===== config.mk =====
export PLATFORM = sky130hd
export DESIGN_NAME = packet_header_field_rewriter
export DESIGN_NICKNAME = d
export VERILOG_FILES = /design/src/design/phfr_pkg.sv /design/src/design/phfr_csr.sv /design/src/design/phfr_core.sv /design/src/design/packet_header_field_rewriter.sv
export SDC_FILE = /design/constraint.sdc
export NUM_CORES = 1
export LEC_CHECK = 0
export ABC_AREA = 0
export BUFFER_PORTS_ARGS = -buffer_cell sky130_fd_sc_hd__buf_2
export CAP_MARGIN = 40
export CELL_PAD_IN_SITES_DETAIL_PLACEMENT = 1
export CELL_PAD_IN_SITES_GLOBAL_PLACEMENT = 2
export CORE_ASPECT_RATIO = 1.75
export CORE_UTILIZATION = 40
export DETAILED_ROUTE_END_ITERATION = 12
export PLACE_DENSITY = 0.82
export RECOVER_POWER = 25
export SYNTH_ARGS = -nofsm -noshare
export SYNTH_HDL_FRONTEND = slang
export SYNTH_SLANG_ARGS = --single-unit
export TNS_END_PERCENT = 1

===== constraint.sdc =====
create_clock -name clock -period 21.4 [get_ports clock]
set_clock_uncertainty 0.1 [all_clocks]
set_input_delay 0 -clock clock [delete_from_list [all_inputs] [get_ports clock]]
set_output_delay 0 -clock clock [all_outputs]
set_load 0.02 [all_outputs]

===== src/design/phfr_pkg.sv =====
// Shared constants, types and register codes for the packet header field rewriter.
package phfr_pkg;

   localparam int LENGTH_BITS = 14;
   localparam int FLEN_W      = 14;
   localparam int TOFF_W      = 7;
   localparam int CSR_IDX_W   = 3;
   localparam int CSR_DATA_W  = 48;

   typedef logic [LENGTH_BITS-1:0] pos_type;
   typedef logic [TOFF_W-1:0]      toff_type;

   localparam pos_type POS_MAX = {LENGTH_BITS{1'b1}};

   // register indexes on the configuration port
   typedef enum logic [CSR_IDX_W-1:0] {
      CSR_ENABLE_MASK  = 3'd0,
      CSR_MAC_DST      = 3'd1,
      CSR_MAC_SRC      = 3'd2,
      CSR_IP_SRC       = 3'd3,
      CSR_IP_DST       = 3'd4,
      CSR_TCP_PORTS    = 3'd5,
      CSR_UDP_PORTS    = 3'd6,
      CSR_SMALL_FIELDS = 3'd7
   } csr_index_type;

   // enable mask bits
   localparam int EN_ETH_DST  = 0;
   localparam int EN_ETH_SRC  = 1;
   localparam int EN_ETYPE    = 2;
   localparam int EN_PROTO    = 3;
   localparam int EN_IP_SRC   = 4;
   localparam int EN_IP_DST   = 5;
   localparam int EN_DSCP     = 6;
   localparam int EN_TTL      = 7;
   localparam int EN_ECN      = 8;
   localparam int EN_TCP_SRC  = 9;
   localparam int EN_TCP_DST  = 10;
   localparam int EN_UDP_SRC  = 11;
   localparam int EN_UDP_DST  = 12;
   localparam int MASK_W      = 13;

   typedef enum logic [1:0] {
      LAYER_NONE = 2'd0,
      LAYER_IPV4 = 2'd1,
      LAYER_IPV6 = 2'd2
   } layer_type;

   localparam logic [7:0]  TPID_HIGH    = 8'h81;
   localparam logic [15:0] ETYPE_IPV4   = 16'h0800;
   localparam logic [15:0] ETYPE_IPV6   = 16'h86DD;
   localparam logic [7:0]  PROTO_TCP    = 8'd6;
   localparam logic [7:0]  PROTO_UDP    = 8'd17;
   localparam logic [7:0]  TOS_ECN_MASK = 8'h03;
   localparam logic [7:0]  TOS_DSCP_MASK = 8'hFC;
   localparam logic [3:0]  IHL_MIN      = 4'd5;

   localparam int NET_PLAIN   = 14;
   localparam int NET_TAGGED  = 18;
   localparam int IPV4_HDR    = 20;
   localparam int IPV6_HDR    = 40;
   localparam int IPV6_SCAN   = 8;
   localparam int PORT_BYTES  = 4;
   localparam int XPORT_MIN   = 8;

   typedef struct packed {
      logic [MASK_W-1:0] enable_mask;
      logic [47:0]       mac_destination;
      logic [47:0]       mac_source;
      logic [31:0]       ip_source;
      logic [31:0]       ip_destination;
      logic [31:0]       tcp_port_pair;
      logic [31:0]       udp_port_pair;
      logic [39:0]       small_fields;
   } cfg_type;

endpackage


===== src/design/phfr_csr.sv =====
// Configuration register bank for the header rewriter.
module phfr_csr (
   input  logic                                clock,
   input  logic                                reset,
   input  logic                                csr_write,
   input  logic [phfr_pkg::CSR_IDX_W-1:0]      csr_index,
   input  logic [phfr_pkg::CSR_DATA_W-1:0]     csr_wdata,
   output phfr_pkg::cfg_type                   cfg
);

   phfr_pkg::cfg_type cfg_ff, cfg_in;

   always_comb begin
      cfg_in = cfg_ff;
      if (csr_write) begin
         unique case (phfr_pkg::csr_index_type'(csr_index))
            phfr_pkg::CSR_ENABLE_MASK:
               cfg_in.enable_mask = csr_wdata[phfr_pkg::MASK_W-1:0];
            phfr_pkg::CSR_MAC_DST:      cfg_in.mac_destination = csr_wdata[47:0];
            phfr_pkg::CSR_MAC_SRC:      cfg_in.mac_source      = csr_wdata[47:0];
            phfr_pkg::CSR_IP_SRC:       cfg_in.ip_source       = csr_wdata[31:0];
            phfr_pkg::CSR_IP_DST:       cfg_in.ip_destination  = csr_wdata[31:0];
            phfr_pkg::CSR_TCP_PORTS:    cfg_in.tcp_port_pair   = csr_wdata[31:0];
            phfr_pkg::CSR_UDP_PORTS:    cfg_in.udp_port_pair   = csr_wdata[31:0];
            phfr_pkg::CSR_SMALL_FIELDS: cfg_in.small_fields    = csr_wdata[39:0];
            default:                    cfg_in = cfg_ff;
         endcase
      end
   end

   always_ff @(posedge clock) begin
      if (reset) begin
         cfg_ff <= '0;
      end else begin
         cfg_ff <= cfg_in;
      end
   end

   assign cfg = cfg_ff;

endmodule


===== src/design/phfr_core.sv =====
// Frame parser state and per-byte field replacement logic.
module phfr_core (
   input  logic                           clock,
   input  logic                           reset,
   input  logic                           step,
   input  logic [7:0]                     data_byte,
   input  logic                           first_byte,
   input  logic                           last_byte,
   input  logic [phfr_pkg::FLEN_W-1:0]    frame_length,
   input  phfr_pkg::cfg_type              cfg,
   output logic [7:0]                     out_byte
);

   phfr_pkg::pos_type    pos_ff, pos_in, fb_ff, fb_in;
   logic                 vlan_ff, vlan_in;
   logic [7:0]           thi_ff, thi_in;
   phfr_pkg::layer_type  layer_ff, layer_in;
   logic [3:0]           hw_ff, hw_in;
   logic [7:0]           proto_ff, proto_in;
   logic                 lfrag_ff, lfrag_in;
   phfr_pkg::toff_type   toff_ff, toff_in;
   logic                 ocand_ff, ocand_in;
   logic                 inner_ff, inner_in;

   // effective values for this byte (a first marker clears the frame)
   phfr_pkg::pos_type    pos, fb, net, kpos, jpos, flen_sat;
   logic                 e_vlan, e_ocand, e_inner, e_lfrag;
   logic [7:0]           e_thi, e_proto;
   phfr_pkg::layer_type  e_layer;
   logic [3:0]           e_hw;
   phfr_pkg::toff_type   e_toff;
   // next values after this byte
   logic                 n_vlan, n_ocand, n_inner, n_lfrag;
   logic [7:0]           n_thi, n_proto;
   phfr_pkg::layer_type  n_layer;
   logic [3:0]           n_hw;
   phfr_pkg::toff_type   n_toff;

   logic [7:0]           o, d;
   logic [15:0]          etype;
   logic [31:0]          pair;
   logic                 sbit, dbit, port_hit;
   logic [4:0]           k;
   logic [16:0]          flen_x;

   function automatic phfr_pkg::layer_type classify(logic [7:0] hi, logic [7:0] lo);
      logic [15:0] t;
      t = {hi, lo};
      if (t == phfr_pkg::ETYPE_IPV4)      return phfr_pkg::LAYER_IPV4;
      else if (t == phfr_pkg::ETYPE_IPV6) return phfr_pkg::LAYER_IPV6;
      else                                return phfr_pkg::LAYER_NONE;
   endfunction

   always_comb begin
      d        = data_byte;
      etype    = cfg.small_fields[39:24];
      flen_x   = 17'(frame_length);
      flen_sat = (flen_x > 17'(phfr_pkg::POS_MAX)) ? phfr_pkg::POS_MAX
                                                   : phfr_pkg::pos_type'(frame_length);

      pos      = first_byte ? '0 : pos_ff;
      fb       = first_byte ? flen_sat : fb_ff;
      e_vlan   = first_byte ? 1'b0 : vlan_ff;
      e_thi    = first_byte ? '0 : thi_ff;
      e_layer  = first_byte ? phfr_pkg::LAYER_NONE : layer_ff;
      e_hw     = first_byte ? '0 : hw_ff;
      e_proto  = first_byte ? '0 : proto_ff;
      e_lfrag  = first_byte ? 1'b0 : lfrag_ff;
      e_toff   = first_byte ? '0 : toff_ff;
      e_ocand  = first_byte ? 1'b0 : ocand_ff;
      e_inner  = first_byte ? 1'b0 : inner_ff;

      n_vlan = e_vlan;   n_thi = e_thi;     n_layer = e_layer; n_hw = e_hw;
      n_proto = e_proto; n_lfrag = e_lfrag; n_toff = e_toff;
      n_ocand = e_ocand; n_inner = e_inner;

      net  = e_vlan ? phfr_pkg::pos_type'(phfr_pkg::NET_TAGGED)
                    : phfr_pkg::pos_type'(phfr_pkg::NET_PLAIN);
      kpos = pos - net;
      k    = kpos[4:0];
      o    = d;

      priority if (pos < phfr_pkg::pos_type'(6)) begin
         if (cfg.enable_mask[phfr_pkg::EN_ETH_DST])
            o = cfg.mac_destination[8*(3'(3'd5 - pos[2:0])) +: 8];
      end else if (pos < phfr_pkg::pos_type'(12)) begin
         if (cfg.enable_mask[phfr_pkg::EN_ETH_SRC])
            o = cfg.mac_source[8*(3'(4'd11 - pos[3:0])) +: 8];
      end else if (pos == phfr_pkg::pos_type'(12)) begin
         n_ocand = (d == phfr_pkg::TPID_HIGH);
         if (cfg.enable_mask[phfr_pkg::EN_ETYPE] && !n_ocand) o = etype[15:8];
         n_thi = o;
      end else if (pos == phfr_pkg::pos_type'(13)) begin
         // tag judged on the original outer type
         n_inner = e_ocand && (d == 8'h00);
         if (cfg.enable_mask[phfr_pkg::EN_ETYPE] && !n_inner) o = etype[7:0];
         n_vlan = (e_thi == phfr_pkg::TPID_HIGH) && (o == 8'h00);
         if (!n_vlan) n_layer = classify(e_thi, o);
      end else if (e_vlan && pos == phfr_pkg::pos_type'(16)) begin
         if (cfg.enable_mask[phfr_pkg::EN_ETYPE] && e_inner) o = etype[15:8];
         n_thi = o;
      end else if (e_vlan && pos == phfr_pkg::pos_type'(17)) begin
         if (cfg.enable_mask[phfr_pkg::EN_ETYPE] && e_inner) o = etype[7:0];
         n_layer = classify(e_thi, o);
      end else if (e_layer == phfr_pkg::LAYER_IPV4 && pos >= net &&
                   pos < net + phfr_pkg::pos_type'(phfr_pkg::IPV4_HDR)) begin
         priority if (k == 5'd0) begin
            n_hw   = d[3:0];
            n_toff = phfr_pkg::toff_type'(net) + phfr_pkg::toff_type'({d[3:0], 2'b00});
         end else if (k == 5'd1) begin
            if (cfg.enable_mask[phfr_pkg::EN_DSCP])
               o = (o & phfr_pkg::TOS_ECN_MASK) |
                   (cfg.small_fields[7:0] & phfr_pkg::TOS_DSCP_MASK);
            if (cfg.enable_mask[phfr_pkg::EN_ECN])
               o = (o & phfr_pkg::TOS_DSCP_MASK) |
                   (cfg.small_fields[7:0] & phfr_pkg::TOS_ECN_MASK);
         end else if (k == 5'd6) begin
            n_lfrag = (d[4:0] != 5'd0);
         end else if (k == 5'd7) begin
            if (d != 8'h00) n_lfrag = 1'b1;
         end else if (k == 5'd8) begin
            if (cfg.enable_mask[phfr_pkg::EN_TTL]) o = cfg.small_fields[15:8];
         end else if (k == 5'd9) begin
            if (cfg.enable_mask[phfr_pkg::EN_PROTO]) o = cfg.small_fields[23:16];
            n_proto = o;
         end else if (k >= 5'd12 && k < 5'd16) begin
            if (cfg.enable_mask[phfr_pkg::EN_IP_SRC])
               o = cfg.ip_source[8*(2'(2'd3 - k[1:0])) +: 8];
         end else if (k >= 5'd16) begin
            if (cfg.enable_mask[phfr_pkg::EN_IP_DST])
               o = cfg.ip_destination[8*(2'(2'd3 - k[1:0])) +: 8];
         end else begin
            o = o;
         end
      end else if (e_layer == phfr_pkg::LAYER_IPV6 && pos >= net &&
                   pos < net + phfr_pkg::pos_type'(phfr_pkg::IPV6_SCAN)) begin
         if (k == 5'd0)
            n_toff = phfr_pkg::toff_type'(net) + phfr_pkg::toff_type'(phfr_pkg::IPV6_HDR);
         else if (k == 5'd6)
            n_proto = d;
      end else begin
         o = o;
      end

      // transport ports, judged on the state as left by this byte
      jpos = pos - phfr_pkg::pos_type'(n_toff);
      if (n_proto == phfr_pkg::PROTO_TCP) begin
         sbit = cfg.enable_mask[phfr_pkg::EN_TCP_SRC];
         dbit = cfg.enable_mask[phfr_pkg::EN_TCP_DST];
         pair = cfg.tcp_port_pair;
      end else if (n_proto == phfr_pkg::PROTO_UDP) begin
         sbit = cfg.enable_mask[phfr_pkg::EN_UDP_SRC];
         dbit = cfg.enable_mask[phfr_pkg::EN_UDP_DST];
         pair = cfg.udp_port_pair;
      end else begin
         sbit = 1'b0;
         dbit = 1'b0;
         pair = '0;
      end
      port_hit = (n_layer != phfr_pkg::LAYER_NONE) && (n_toff != '0) &&
                 (pos >= phfr_pkg::pos_type'(n_toff)) &&
                 (pos < phfr_pkg::pos_type'(n_toff) +
                        phfr_pkg::pos_type'(phfr_pkg::PORT_BYTES)) &&
                 (fb >= phfr_pkg::pos_type'(n_toff) +
                        phfr_pkg::pos_type'(phfr_pkg::XPORT_MIN)) &&
                 ((n_layer == phfr_pkg::LAYER_IPV6) ||
                  (!n_lfrag && n_hw >= phfr_pkg::IHL_MIN));
      if (port_hit && (jpos[1] ? dbit : sbit))
         o = pair[8*(2'(2'd3 - jpos[1:0])) +: 8];

      // next state: a last marker ends the frame
      if (last_byte) begin
         pos_in = '0;  fb_in = '0;
         vlan_in = 1'b0; thi_in = '0; layer_in = phfr_pkg::LAYER_NONE; hw_in = '0;
         proto_in = '0; lfrag_in = 1'b0; toff_in = '0; ocand_in = 1'b0; inner_in = 1'b0;
      end else begin
         pos_in = (pos < phfr_pkg::POS_MAX) ? pos + phfr_pkg::pos_type'(1) : phfr_pkg::POS_MAX;
         fb_in = fb;
         vlan_in = n_vlan; thi_in = n_thi; layer_in = n_layer; hw_in = n_hw;
         proto_in = n_proto; lfrag_in = n_lfrag; toff_in = n_toff;
         ocand_in = n_ocand; inner_in = n_inner;
      end
   end

   always_ff @(posedge clock) begin
      if (reset) begin
         pos_ff <= '0;  fb_ff <= '0;  vlan_ff <= 1'b0;  thi_ff <= '0;
         layer_ff <= phfr_pkg::LAYER_NONE;  hw_ff <= '0;  proto_ff <= '0;
         lfrag_ff <= 1'b0;  toff_ff <= '0;  ocand_ff <= 1'b0;  inner_ff <= 1'b0;
      end else if (step) begin
         pos_ff <= pos_in;  fb_ff <= fb_in;  vlan_ff <= vlan_in;  thi_ff <= thi_in;
         layer_ff <= layer_in;  hw_ff <= hw_in;  proto_ff <= proto_in;
         lfrag_ff <= lfrag_in;  toff_ff <= toff_in;  ocand_ff <= ocand_in;
         inner_ff <= inner_in;
      end
   end

   assign out_byte = o;

endmodule


===== src/design/packet_header_field_rewriter.sv =====
// Top level of the streaming Ethernet header field rewriter.
// Frames enter one byte per transfer and leave one byte per transfer, in order, with
// the enabled MAC, ethertype, IPv4 and TCP/UDP port fields replaced by the configured
// values (checksums untouched). Each byte passes from input transfer to result through
// the input register, then through the parser and replacement logic into the result
// register. A new byte is taken every cycle while the result side keeps up; the result
// register lets the next byte be taken while a finished one waits. The user must
// write configuration registers only while no frame bytes are in flight; not enforced.
module packet_header_field_rewriter (
   input  logic                              clock,
   input  logic                              reset,
   // input channel
   input  logic                              req_valid,
   output logic                              req_stall,
   input  logic [7:0]                        req_data_byte,
   input  logic                              req_first_byte,
   input  logic                              req_last_byte,
   input  logic [phfr_pkg::FLEN_W-1:0]       req_frame_length,
   // result channel
   output logic                              rsp_valid,
   input  logic                              rsp_stall,
   output logic [7:0]                        rsp_out_byte,
   output logic                              rsp_out_last,
   // configuration port
   input  logic                              csr_write,
   input  logic [phfr_pkg::CSR_IDX_W-1:0]    csr_index,
   input  logic [phfr_pkg::CSR_DATA_W-1:0]   csr_wdata
);

   phfr_pkg::cfg_type             cfg;

   // input register
   logic                          s1_valid_ff, s1_valid_in;
   logic [7:0]                    s1_data_ff;
   logic                          s1_first_ff, s1_last_ff;
   logic [phfr_pkg::FLEN_W-1:0]   s1_flen_ff;

   // result register
   logic                          out_valid_ff, out_valid_in;
   logic [7:0]                    out_byte_ff;
   logic                          out_last_ff;

   logic                          accept, advance;
   logic [7:0]                    new_byte;

   // a byte moves to the result register when that register is empty or is being emptied
   assign advance   = s1_valid_ff && (!out_valid_ff || !rsp_stall);
   assign req_stall = s1_valid_ff && !advance;
   assign accept    = req_valid && !req_stall;

   always_comb begin
      s1_valid_in  = accept ? 1'b1 : (advance ? 1'b0 : s1_valid_ff);
      out_valid_in = advance ? 1'b1 : (rsp_stall ? out_valid_ff : 1'b0);
   end

   phfr_csr u_csr (
      .clock     (clock),
      .reset     (reset),
      .csr_write (csr_write),
      .csr_index (csr_index),
      .csr_wdata (csr_wdata),
      .cfg       (cfg)
   );

   // parser state advances once per byte, as it leaves the input register
   phfr_core u_core (
      .clock        (clock),
      .reset        (reset),
      .step         (advance),
      .data_byte    (s1_data_ff),
      .first_byte   (s1_first_ff),
      .last_byte    (s1_last_ff),
      .frame_length (s1_flen_ff),
      .cfg          (cfg),
      .out_byte     (new_byte)
   );

   always_ff @(posedge clock) begin
      if (reset) begin
         s1_valid_ff  <= 1'b0;
         out_valid_ff <= 1'b0;
      end else begin
         s1_valid_ff  <= s1_valid_in;
         out_valid_ff <= out_valid_in;
      end
   end

   always_ff @(posedge clock) begin
      if (accept) begin
         s1_data_ff  <= req_data_byte;
         s1_first_ff <= req_first_byte;
         s1_last_ff  <= req_last_byte;
         s1_flen_ff  <= req_frame_length;
      end
      if (advance) begin
         out_byte_ff <= new_byte;
         out_last_ff <= s1_last_ff;
      end
   end

   assign rsp_valid    = out_valid_ff;
   assign rsp_out_byte = out_byte_ff;
   assign rsp_out_last = out_last_ff;

   // a held byte behind a stalled result must stall the input side
   assert property (@(posedge clock) disable iff (reset)
      s1_valid_ff && out_valid_ff && rsp_stall |-> req_stall)
      else $error("input taken while both stages are full");

   // a result only appears after a byte sat in the input register
   assert property (@(posedge clock) disable iff (reset)
      $rose(rsp_valid) |-> $past(s1_valid_ff))
      else $error("result appeared without a byte in flight");

   // a transfer out with nothing behind it empties the result register
   assert property (@(posedge clock) disable iff (reset)
      out_valid_ff && !rsp_stall && !s1_valid_ff |=> !rsp_valid)
      else $error("result repeated after its transfer");

endmodule

# After elaboration in Yosys (flattened, before gate mapping)

Index checks and enable logic that the tools add are counted.

Flip-flop bits (word level): 373
Input bits: 80
Output and inout bits: 11
Logic and storage cells: 291

$add $sub $neg: 13
$lt $le $gt $ge: 13
Equality and inequality tests: 28
Shift-type cells: 5
Muxes and demuxes: 155
Bitwise gates (word level): 2
Reductions and logical operators: 48

Operators by type and width:

| kind                    | count |
|---|---|
| $mux W8                 | 72 |
| $shiftx A32 B6 Y8       | 3 |
| $shiftx A48 B7 Y8       | 2 |
| $mux W7                 | 12 |
| $mux W14                | 5 |
| $mux W32                | 2 |
| $mux W1                 | 40 |
| $mux W4                 | 10 |
| $eq A16 B12 Y1 const B  | 2 |
| $eq A16 B16 Y1 const B  | 2 |
| $eq A14 B4 Y1 const B   | 2 |
| $eq A14 B5 Y1 const B   | 2 |
| $lt A14 B14 Y1          | 2 |
| $mux W2                 | 13 |
| $logic_and A1 B1 Y1     | 22 |
| $eq A8 B8 Y1 const B    | 2 |
| $logic_not A8 Y1        | 2 |
| $reduce_and A2 Y1       | 8 |
| $add A14 B1 Y14 const B | 1 |
| $add A14 B4 Y14 const B | 1 |
| $add A14 B5 Y14 const B | 1 |
| $ge A14 B14 Y1          | 1 |
| $ge A14 B5 Y1           | 1 |
| $ge A14 B7 Y1           | 1 |
| 39 further kinds        | 55 |

# Longest topological paths before layout

Depth in word-level cells: 26
Depth in mapped cells: 28
Depth with buffers taken out: 22

# Modules after synthesis

Synthesis repeated with hierarchy kept, for this count alone.

Cell total of the unflattened synthesis: 2,218
Area, all modules: 20,447.1 um^2

Modules (own cells, without submodules):

| module                       | times used | cells each | area an instance (um^2) | sequential area each (um^2) |
|---|---|---|---|---|
| phfr_csr                     | 1          | 973        | 10,840.4                | 5,545.3 |
| phfr_core                    | 1          | 1,202      | 8,529.4                 | 1,221.2 |
| packet_header_field_rewriter | 1          | 43         | 1,077.3                 | 1,031.0 |

# Worst setup path before layout

No wires, ideal clock.

Kind: flip-flop to flip-flop
From: register s1_first_ff
To: register out_byte_ff[5] (netlist: rsp_out_byte[5]) (data pin)
Setup time: 0.260 ns
Arrival time: 7.019 ns
Data required time: 21.040 ns
Path slack: 14.020 ns
Stages on the path, launching flop included: 27
Buffers on the path: 7
Clock period less this slack: 7.380 ns
Path through: edfxtp_1 > clkbuf_1 > clkbuf_1 > buf_1 > nand2b_1 > clkbuf_1 > buf_1 > clkbuf_1 > ha_1 > nor2_1 > or4b_4 > a21o_1 > and4_4 > buf_6 > and4_1 > a211oi_1 > ha_1 > xnor2_1 > ha_1 > a31o_2 > a21o_1 > a21oi_1 > nor2b_1 > a2111oi_0 > o41ai_1 > a2111oi_4 > mux2_4

Cells in the longest elaborated chain, start to end: 26
Elaborated cells between the ends (all ways): 182
Those cells by class: add/sub: 12; order compare: 12; eq/ne: 19; shift: 5; mux: 109; reduce/logical: 25

RTL lines:

| what                                                                     | RTL line                           | source |
|---|---|---|
| start: declaration                                                       | packet_header_field_rewriter.sv:35 | `logic s1_first_ff, s1_last_ff;` |
| start signal: assignment                                                 | packet_header_field_rewriter.sv:91 | `s1_first_ff <= req_first_byte;` |
| parallel branches: the longest is 25 deep, another holds $add A14 B4 Y14 | n/a                                |  |
| $mux W8 (*)                                                              | phfr_core.sv:168                   | `if (port_hit && (jpos[1] ? dbit : sbit))` |
| net new_byte[5]                                                          | packet_header_field_rewriter.sv:44 | `logic [7:0] new_byte;` |
| end signal: assignment                                                   | packet_header_field_rewriter.sv:96 | `out_byte_ff <= new_byte;` |
| end: declaration                                                         | packet_header_field_rewriter.sv:40 | `logic [7:0] out_byte_ff;` |

Mark *: on every way through the listed nets, which the timed path passes. The select of a mux whose other input is x is not followed.
A chain may end at the register's enable or synchronous reset.

# Worst setup path after layout

Ends and elaborated chain as after synthesis.

==> key figures <==
Routing
  • Wl on met1: about 31000 um
  • Met3 Routed Length: 3360 um
  • First drt pass iteration count: 5
  • Routed WL: 86600 um
  • Vias per inst: roughly 6
  • DR top layer: met4
  • Met2 WL post-DR: 44700 um
  • Drc violations: 0
  • DR iter-0 viols: between 1000 and 1500
  • WL/cell: 26.9 um
  • ANT nets after route: 0
  • Via Count: between 15000 and 20000

Synthesis
  • Top_reg_cell synth: dfxtp_1
  • Synth Register Bits: 373
  • Top-count cell post-synth: nand2_1
  • Post-synth top area cell: dfxtp_1
  • Post-Syn Area: 19300 sq um
  • Async SR Flop Fraction: 0
  • Largest cells by area after synthesis: dfxtp_1, nand2_1, a21oi_1
  • Commonest cells in the netlist: nand2_1, a21oi_1, dfxtp_1, clkbuf_1, nor2_1
  • Library cells used by synthesis: 86
  • Syn Area/Cell: 7.63 sq um
  • Synth warn: 0
  • Net count after synthesis: 2639
  • Top-area cell type share of the netlist area: 0.353
  • Post-Syn Instances: 2526
  • Seq/Total Area, Yosys: 0.405
  • Post-synth EDFFs: 33

Clock network
  • CTS tree: done
  • Clk buf depth: 3
  • Clk pin slew, worst setup/hold paths: approximately 0.070 ns
  • Insertion delay to the later sink of the worst-skew pair: slightly below 0.6 ns
  • Clk sinks: 373
  • Clock Tree Root: clkbuf_16
  • CTS H-tree depth: 2
  • CTS buffer count: 39
  • Post-CTS Setup Bufs: 0

Critical path
  • Cells on worst reg2reg path: 22
  • Critical-path cell list: buf_4 > nand2b_2 > buf_4 > clkinv_1 > buf_4 > ha_1 > or2_2 > o211ai_1 > or3_1 > nor4_1 > a211oi_1 > ha_1 > xnor2_1 > ha_1 > a31o_2 > a21o_1 > a21oi_1 > nor2b_1 > a2111oi_0 > o41ai_1 > a2111oi_4 > mux2_4
  • Critical path type: register to register
  • Worst path max stage delay: around 0.88 ns
  • CP startpoint: s1_first_ff
  • CP arrival: just under 9 ns
  • Reg2reg setup slack: 12.96 ns
  • Reg-to-reg startpoint: s1_first_ff
  • Cell count along the critical path: 22
  • Worst endpoint required time: 21.63 ns
  • Critical path's slowest cell: a2111oi_4
  • Crit path max-delay family: compound AO/OA/AOI/OAI gates
  • Crit. End Element: register
  • Startpoint Class: register
  • CP Max Fanout: 43
  • Crit path buffers/inverters: 4
  • R2R Path End: rsp_out_byte[5]
  • Worst setup endpoint: rsp_out_byte[5]

Floorplan
  • Die width: 168 um
  • Site Rows: roughly 110
  • Initial Util: 0.405
  • DIE HEIGHT: 292 um
  • Die area: 49100 sq um
  • I/O pins: about 90
  • Core area: 47600 sq um

GRT
  • Vias in the first global route: 20100
  • Global-route wire length before repair: 128000 um
  • Largest net degree at the start of global routing: 206
  • Antenna violations before repair: 0
  • Tot GR Track Use: 0.350
  • Remaining Overflow, GRT: 0

Placement
  • RD Place Congestion: about 0.95
  • Port Buffers: 90
  • DP HPWL: 61600 um
  • Pre-CTS WS: 13.04 ns

Power
  • PwrDens: 71.9 nW/um^2
  • Max VDD drop: 0.0676 mV
  • Pleak: 7.60 nW

Final layout
  • P&R area growth vs syn: 15.6%
  • Layout cells sized above 1: 0.101
  • Antenna diode count: 0
  • Final nets: 2705

Outcome
  • Status: finished with violations
  • Failing checks: max-capacitance violations, max-slew violations

Timing
  • Setup TNS: 0 ns
  • Worst Slack Setup Final: 12.96 ns
  • Max Slew Vio Count: 164
  • RSZ-0062 raised after global routing: false
  • Final worst path period share: 0.394
  • Max Freq: 119 MHz
  • Minimum clock period: 8.44 ns
  • Slew headroom: -0.735
  • Slew @ Worst Pin: 2.60 ns
  • Setup violations, final: 0
  • Final hold violations: 0

Hold path
  • Worst Hold Class: primary input to register

Job
  • Max Cap Viol: 4
worst min path at each step:
stage | startpoint | to | slack, ns | depth (start not counted)
floorplan | req_data_byte[0] | s1_data_ff[0] | -0.001 | 0
global placement | req_data_byte[2] | s1_data_ff[2] | 0.08 | 1
detailed placement | req_data_byte[0] | s1_data_ff[0] | 0.08 | 1
CTS | csr_index[2] | u_csr.cfg[127] | 0.006 | 5
global route | req_frame_length[7] | s1_flen_ff[7] | 0.06 | 2
finish | csr_index[2] | u_csr.cfg[99] | 0.02 | 4
through the flow:
step / instances / instance area [sq um] / total power [mW] / util / hold slack [ns]
after CTS: 3217 / 22300 / 1.61 / 0.469 / 0.00634
after global placement: 3061 / 20100 / 0.870 / 0.423 / 0.0760
final: 3217 / 22300 / 1.60 / 0.468 / 0.0222
after detailed placement: 3066 / 20200 / 0.872 / 0.423 / 0.0783
after global routing: 3217 / 22300 / 1.64 / 0.468 / 0.0615
after floorplan: 2526 / 19300 / 0.810 / - / -0.00113
metal layers:
metal | global-route usage | vias up
met5 | 0 | -
met4 | 0.262 | 0
met3 | 0.0418 | 244
met2 | 0.645 | 539
met1 | 0.359 | 9534
li1 | - | 8924
layout make-up:
cell class              instances  area, sq um
fillers                      5823        25300
multi-input cells            1923        10600
flip-flops and latches        373         7800
repair buffers                225         1650
clock buffers                  54         1140
well taps                     594          743
clock inverters                18          213
inverters                      30          113
cells in the final DEF (no fill, tap or decap), drive strengths merged, types with 6 or more instances in the layout:
cell type    instances
o22ai               11
mux2i               61
dfxtp              340
buf                123
nor2b               25
a21o                11
clkbuf              76
nand2              768
a2111oi              8
or4                  6
o21ai               70
ha                  31
a22oi               23
a31oi               21
nand3               61
nor3                32
a211oi              32
nor4                13
o21a                 7
mux4                16
nor2               124
and4                 8
nand2b              16
dlygate4sd3         79
a32oi               21
or3                 10
clkinv              16
o221ai              10
nor3b                7
edfxtp              33
nand4               13
a221oi               6
a21oi              365
and3                 8
mux2                20
o211ai              12
xnor2               14
inv                 28
worst min-delay path: stages:
cell,delay [ns]
buf_2,0.14
nand3_1,0.30
nand2_1,0.09
a21oi_1,0.12
what timing repair did:
action / in CTS / in global routing
hold buffers: 79 / 0
hold endpoints to repair: 312 / 0
resized for setup: 0 / 0
report_power, final:
| part | switching [mW] | total (mW) | leakage [nW] | internal [mW] |
|---|---|---|---|---|
| registers | 0.0104 | 0.730 | 3.07 | 0.720 |
| logic | 0.0958 | 0.138 | 3.86 | 0.0426 |
| clock network | 0.317 | 0.732 | 0.672 | 0.415 |
state kept, by name (all words and copies together), names as in the netlist, 7 cells and up:
name             count
u_core.toff_ff       7
u_core.thi_ff        8
s1_flen_ff          14
rsp_out_byte         8
s1_data_ff           8
u_core.fb_ff        14
u_csr.cfg          277
u_core.pos_ff       14
u_core.proto_ff      8
cells by family after synthesis:
family / synth area share
buffers and inverters: 0.0470
and+or+nand+nor: 0.248
AOI/OAI and AO/OA: 0.208
adders and majority gates: 0.0227
DFF: 0.405
muxes: 0.0623
xor gates and xnor gates: 0.00818
Power figures use the tool's default switching activity.
